### config.mk
export PLATFORM = sky130hd
export DESIGN_NAME = hsf_qmul
export DESIGN_NICKNAME = d
export VERILOG_FILES = /design/src/rtl/core/hsf_pkg.sv /design/src/rtl/core/hsf_qmul.sv
export SDC_FILE = /design/constraint.sdc
export NUM_CORES = 2
export LEC_CHECK = 0
export BUFFER_PORTS_ARGS = -buffer_cell sky130_fd_sc_hd__buf_2
export CAP_MARGIN = 5
export CORE_MARGIN = 10
export CORE_UTILIZATION = 30
export CTS_CLUSTER_DIAMETER = 40
export DETAILED_ROUTE_END_ITERATION = 6
export SLEW_MARGIN = 20
export SYNTH_ARGS = -nofsm -noshare
export SYNTH_HDL_FRONTEND = slang
export SYNTH_SLANG_ARGS = --single-unit
### constraint.sdc
create_clock -name clk -period 16.1 [get_ports clk]
set_clock_uncertainty 0.1 [all_clocks]
set_input_delay 3.22 -clock clk [delete_from_list [all_inputs] [get_ports clk]]
set_output_delay 3.22 -clock clk [all_outputs]
set_load 0.05 [all_outputs]
### src/rtl/core/hsf_pkg.sv
// Package: shared types, constants and saturating helpers for the high shelf filter.
package hsf_pkg;

  localparam int SAMPLE_WIDTH_DEF = 24;
  localparam int NUM_REGS         = 8;
  localparam int REG_IDX_W        = 3;
  localparam int COEF_W           = 64;
  localparam int STEP_W           = 6;

  localparam logic signed [COEF_W-1:0] Q_MAX = {1'b0, {(COEF_W-1){1'b1}}};
  localparam logic signed [COEF_W-1:0] Q_MIN = {1'b1, {(COEF_W-1){1'b0}}};

  typedef enum logic [REG_IDX_W-1:0] {
    REG_INV_TAN_K     = 3'd0,
    REG_NORM_GAIN     = 3'd1,
    REG_LP_FEEDBACK   = 3'd2,
    REG_LP_INPUT_GAIN = 3'd3,
    REG_BIQUAD_A2     = 3'd4,
    REG_INV_TAN_SQ    = 3'd5,
    REG_BIQUAD_A1     = 3'd6,
    REG_SHELF_GAIN    = 3'd7
  } reg_idx_t;

  typedef enum logic [1:0] {
    ST_IDLE,
    ST_ISSUE,
    ST_MULWAIT,
    ST_FINISH
  } state_t;

  typedef enum logic [1:0] {
    OP_MUL,
    OP_ADD,
    OP_NEG,
    OP_END
  } op_t;

  typedef enum logic [2:0] {
    DST_T0,
    DST_T1,
    DST_T2,
    DST_LF,
    DST_L0,
    DST_HF,
    DST_H0
  } dst_t;

  typedef struct packed {
    logic                     done;
    logic signed [COEF_W-1:0] prod;
  } qmul_rsp_t;

  function automatic logic signed [COEF_W-1:0] sat_add(
    input logic signed [COEF_W-1:0] a,
    input logic signed [COEF_W-1:0] b
  );
    logic signed [COEF_W:0] s;
    s = {a[COEF_W-1], a} + {b[COEF_W-1], b};
    if (s[COEF_W] != s[COEF_W-1]) begin
      return s[COEF_W] ? Q_MIN : Q_MAX;
    end
    return s[COEF_W-1:0];
  endfunction

  function automatic logic signed [COEF_W-1:0] sat_neg(input logic signed [COEF_W-1:0] a);
    if (a == Q_MIN) begin
      return Q_MAX;
    end
    return -a;
  endfunction

endpackage

### src/rtl/core/hsf_qmul.sv
// Iterative Q31.32 multiplier: four 32x32 partial products, round half away, saturate.
module hsf_qmul
  import hsf_pkg::*;
(
  input  logic                     clk,
  input  logic                     rst,
  input  logic                     start,
  input  logic signed [COEF_W-1:0] a,
  input  logic signed [COEF_W-1:0] b,
  output qmul_rsp_t                rsp
);

  localparam int HALF_W = COEF_W / 2;
  localparam int ACC_W  = 2 * COEF_W;

  logic [COEF_W-1:0] mx, my;
  logic              neg;
  logic [ACC_W-1:0]  acc;
  logic [COEF_W-1:0] prod;
  logic [1:0]        pidx;
  logic [2:0]        cnt;
  logic              busy;
  logic              done;
  logic signed [COEF_W-1:0] result;

  logic [HALF_W-1:0] xsel, ysel;
  logic [ACC_W-1:0]  prod_sh;
  logic [COEF_W-1:0] r;
  logic signed [COEF_W-1:0] sat_val;

  assign xsel = cnt[1] ? mx[COEF_W-1:HALF_W] : mx[HALF_W-1:0];
  assign ysel = cnt[0] ? my[COEF_W-1:HALF_W] : my[HALF_W-1:0];

  always_comb begin
    case (pidx)
      2'd0:    prod_sh = {{COEF_W{1'b0}}, prod};
      2'd3:    prod_sh = {prod, {COEF_W{1'b0}}};
      default: prod_sh = {{HALF_W{1'b0}}, prod, {HALF_W{1'b0}}};
    endcase
  end

  // Rounding constant is preloaded into acc, so only sign restore and saturation are left here
  always_comb begin
    r = acc[COEF_W+HALF_W-1:HALF_W];
    if (acc[ACC_W-1:COEF_W+HALF_W] != '0) begin
      sat_val = neg ? Q_MIN : Q_MAX;
    end else if (neg) begin
      sat_val = r[COEF_W-1] ? Q_MIN : -$signed(r);
    end else begin
      sat_val = r[COEF_W-1] ? Q_MAX : $signed(r);
    end
  end

  always_ff @(posedge clk) begin
    if (rst) begin
      busy <= 1'b0;
      done <= 1'b0;
      cnt  <= '0;
    end else begin
      done <= 1'b0;
      if (start) begin
        busy <= 1'b1;
        cnt  <= '0;
      end else if (busy) begin
        cnt <= cnt + 3'd1;
        if (cnt == 3'd5) begin
          busy <= 1'b0;
          done <= 1'b1;
        end
      end
    end
  end

  always_ff @(posedge clk) begin
    if (start) begin
      mx  <= a[COEF_W-1] ? (~a + COEF_W'(1)) : a;
      my  <= b[COEF_W-1] ? (~b + COEF_W'(1)) : b;
      neg <= a[COEF_W-1] ^ b[COEF_W-1];
      acc <= ACC_W'(1) << (HALF_W - 1);
    end else if (busy) begin
      if (cnt <= 3'd3) begin
        prod <= COEF_W'(xsel) * COEF_W'(ysel);
        pidx <= cnt[1:0];
      end
      if (cnt >= 3'd1 && cnt <= 3'd4) begin
        acc <= acc + prod_sh;
      end
      if (cnt == 3'd5) begin
        result <= sat_val;
      end
    end
  end

  assign rsp.done = done;
  assign rsp.prod = result;

endmodule

# Word level (Yosys, flattened, before mapping)
# Cells that the tools add are included.
# totals
register_bits,392
in_bits,131
out_inout_bits,65
elab_cells,50
# classes
n_mul,1
n_reduce_logical,8
n_bitwise,5
addsub,5
n_mux,14
n_lt_le_gt_ge,3
eq_ne,2
# op_table
op,n
$mux W64,4
$pmux W128 S2,1
$mux W63,3
$add A128 B128 Y128,1
$add A64 B2 Y64 const B,2
$not A64 Y64,2
$mul A32 B32 Y64,1
$mux W32,2
$neg A64 Y64,1
$reduce_bool A32 Y1,1
$reduce_and A3 Y1,2
$mux W1,4
$add A3 B1 Y3 const B,1
$eq A3 B3 Y1 const B,1
$ge A3 B1 Y1 const B,1
$le A3 B2 Y1 const B,1
$le A3 B3 Y1 const B,1
$reduce_or A3 Y1,1
$eq A2 B2 Y1 const B,1
$logic_not A2 Y1,1
$not A1 Y1,2
$reduce_and A2 Y1,1
$reduce_or A2 Y1,1
$logic_and A1 B1 Y1,1
$xor A1 B1 Y1,1

# Depth between registers and ports, before layout
# depth
ltp_word,4
ltp_mapped,33
ltp_nobuf,28

# Least setup slack after synthesis
# Ideal clock, no wire load.
# synth_timing
path_type,register to register
from,register cnt[0]
to,"register prod[62], data pin"
required_time_ns,15.742
t_arrival_ns,8.718
n_path_buf,3
setup_time_ns,0.258
stages_incl_launch_ff,30
slack_ns,7.025
period_less_slack_ns,9.075
cell_sequence,dfxtp_1 > clkbuf_1 > buf_1 > mux2i_1 > clkbuf_1 > nor2_1 > fa_1 > fa_1 > inv_1 > fa_1 > fa_1 > inv_1 > fa_1 > fa_1 > fa_1 > inv_1 > fa_1 > inv_1 > ha_1 > and3_1 > nand4_1 > nor4_1 > nand4_1 > a21oi_1 > o21ai_0 > o31ai_1 > a211oi_1 > o31ai_1 > a21oi_1 > xnor2_1
# synth_via
elab_chain_len,2
# synth_lines
item,line_no,text
start: declaration,hsf_qmul.sv:21,logic [2:0] cnt;
start signal: assignment,hsf_qmul.sv:65,cnt <= cnt + 3'd1;
$mux W32,hsf_qmul.sv:32,assign ysel = cnt[0] ? my[COEF_W-1:HALF_W] : my[HALF_W-1:0];
$mul A32 B32 Y64,hsf_qmul.sv:82,prod <= COEF_W'(xsel) * COEF_W'(ysel);
end signal: assignment,hsf_qmul.sv:82,
end: declaration,hsf_qmul.sv:19,logic [COEF_W-1:0] prod;
# Every way passes these cells.
# A chain may end at the register's enable or synchronous reset.

# Worst setup path in the final report
# layout_timing
from,register cnt[1]
to,"register prod[62], data pin"
# layout_via
elab_chain_len,2
# layout_lines
item,line_no,text
$mux W32,hsf_qmul.sv:31,assign xsel = cnt[1] ? mx[COEF_W-1:HALF_W] : mx[HALF_W-1:0];
$mul A32 B32 Y64,hsf_qmul.sv:82,
# Every way passes these cells.

==> results.ini <==
[global_route]
grt.total_usage_pct = 19.1
grt_pass1_wl_um = 318000
grt_max_degree = 99
grt_pass1_vias = 51000
grt_overflow_total = 0
antenna_found_initial = 2

[clock_network]
numClockSinks = 392
hold_buffers = 0
htreeDepth = 2
cts_resized = 0
root_buffer = clkbuf_16
cts_tree = done
cts_buffers = 58
cts.path.max_buffers = 3
clkTransAtPathRegs_ns = 0.06
postCtsSetupBuffers = 0
clk_latency_ns = 0.68

[logic_synthesis]
avgSynthCellArea_um2 = 8.71
yosys-top-cells-area = fa_1 (30%), edfxtp_1 (13%), ha_1 (8.4%), inv_1 (5.8%), nand2_1 (5.8%)
yosys_warnings = 0
yosys.area.top_type = fa_1
yosysSeqAreaShare_pct = 17.6
async_reset_ff_share_pct = 0
ys_types = 83
synth_nets = 8235
synth_edf_count = 259
ys.flop_type = edfxtp_1
synth-seq-cells = 392
netlist_instances = 6808
synth_top_area_share_pct = 30.3
syn-cell-area_mm2 = 0.0593

[layout]
final_common_cell = inv_1
final_nets = 8221
synthToLayoutAreaGrowth_pct = 9.97
fillers = 20500
final_cell_mix = inv_1 (918), nand2_1 (916), fa_1 (897)
drive_gt1_share_pct = 8.15

[sta]
worst_pin_slew_ns = 1.23
tns_ns = 0
slew_viol_final = 0
max_slew_margin_pct = 15.8
rsz0062_at_grt = false
hold_viol_final = 0
post-route-period-util_pct = 64.1
fin_crit_ns = 10.32
finalSetupViolCount = 0
max_freq_mhz = 96.9

[place]
dp_hpwl_um = 165000
io_buffers = 195
place_congestion = 0.973

[worst_hold_path]
whs_path_depth = 2
worstHoldPathType = reg -> reg

[critical_path]
crit_type = reg -> reg
max_stage_delay_ns = 0.98
cp_data_required_time_ns = 16.42
crit_path_frequent_cell = fa_1
r2r_cells = 27
critPathTopFamily = adder cells
start_kind = register
cp_max_fo = 59
cp_num_cells = 27
arrival_ns = 10.63
crit_buf_inv = 5
endpoint_kind = register
crit_path_top_delay_cell = mux2i_4

[floorplan]
initial_core_util_pct = 30.1
row_count = 163
die_area_mm2 = 0.216
ioPinCount = 196
fp.dieW_um = 465
coreArea_mm2 = 0.197
dieHeight_um = 465

[drt]
viasPerCell = 5.29
post-route-drc-count = 0
met3_length_um = 23400
num_vias = 50100
wl_um = 214000
first_pass_iters = 5
wl_met2_um = 92200
topRoutingLayerUsed = met4
ant_nets = 0
wire_per_inst_um = 22.6
wl_met1_um = 87700
drt_iter0_markers = 4519

[outcome]
outcome = finished, final reports clean

[run]
maxCapViolCount = 0

==> registers in the layout (all words and copies together), names as in the netlist, 2 cells and up <==
register  flops
pidx          2
prod         64
cnt           3
my           64
mx           64
acc         128
result       64
==> logic make-up (layout without fill, tap and decap cells) <==
group / Yosys count / count (layout) / share of synthesized area, %
AOI/OAI and AO/OA: 1171 / 1171 / 12.4
DFF: 392 / 392 / 17.6
muxes: 133 / 133 / 2.38
buffers and inverters: 1268 / 1304 / 8.06
and+or+nand+nor: 2253 / 2253 / 16.5
xor gates and xnor gates: 295 / 295 / 4.36
adders and majority gates: 1296 / 1296 / 38.7
other: 0 / 2 / 0
==> final cells by class <==
class	count	area, µm²	share of cell area [%]
Antenna cell	2	5.00	0.00767
Clock buffer	62	1470	2.25
Clock inverter	48	541	0.828
Inverter	918	3450	5.28
Multi-Input combinational cell	5148	44400	68.1
Sequential cell	392	10400	16.0
Tap cell	2640	3300	5.06
Timing Repair Buffer	276	1590	2.44
==> metal layers <==
layer  vias up  track usage (%)
met5         -                0
met4         0             7.81
met3       530             5.69
met2      2560             29.5
met1     24800             24.9
li1      22300                -
==> per-stage QoR <==
| step | hold WS, ns | worst slack, ns | instance area [µm²] | utilization, % | instances |
|---|---|---|---|---|---|
| detailed placement | 0.351 | 5.86 | 63200 | 32.1 | 9374 |
| floorplan | 0.332 | 7.02 | 59300 | - | 6808 |
| global route | 0.373 | 5.36 | 65200 | 33.1 | 9484 |
| finish | 0.358 | 5.78 | 65200 | 33.1 | 9486 |
| CTS | 0.359 | 5.84 | 65200 | 33.1 | 9484 |
| global placement | 0.344 | 5.96 | 63200 | 32.1 | 9374 |
==> synth_stat cells (all sizes together) (9+ instances only) <==
cell / instances
nand3: 48
clkbuf: 331
o21ai: 301
or4: 38
fa: 897
o211ai: 21
a21boi: 11
nor3: 77
inv: 918
nor2: 809
a32o: 13
o41ai: 26
o21a: 28
buf: 19
edfxtp: 259
a211oi: 35
a21oi: 371
a22o: 34
nand2b: 38
mux2: 63
nor4: 31
mux2i: 70
nand2: 918
xnor2: 233
o31ai: 58
a31oi: 18
or2: 21
xor2: 62
and3: 29
o21bai: 42
nand4: 76
or3: 57
nor2b: 17
a221o: 9
a21o: 106
and2: 72
o311ai: 28
ha: 399
dfxtp: 133
==> worst paths after layout <==
kind / end / from / slack [ns]
max: prod[62]$_DFFE_PP_ / cnt[1]$_SDFFE_PP0P_ / 5.78
min: acc[5]$_SDFFE_PP0P_ / acc[5]$_SDFFE_PP0P_ / 0.36
max reg2reg: prod[62]$_DFFE_PP_ / cnt[1]$_SDFFE_PP0P_ / 5.78
min reg2reg: acc[5]$_SDFFE_PP0P_ / acc[5]$_SDFFE_PP0P_ / 0.36
==> worst register-to-register path, stage by stage (launching register included) <==
cell	delay, ns
dfxtp_4	0.51
buf_4	0.82
mux2i_4	1.01
nor2_1	0.17
fa_1	0.56
fa_1	0.53
inv_1	0.05
fa_1	0.46
fa_1	0.52
inv_1	0.06
fa_1	0.57
fa_1	0.44
fa_1	0.49
inv_1	0.05
fa_1	0.47
inv_1	0.04
ha_1	0.39
and3_1	0.29
nand4_1	0.18
nor4_1	0.40
nand4_1	0.18
a21oi_1	0.16
o21ai_0	0.22
o31ai_1	0.65
a211oi_1	0.20
o31ai_1	0.27
a21oi_1	0.11
xnor2_1	0.14
Power is not shown: default switching activity piles up to over one toggle a cycle in this logic, so the estimate is an artifact.
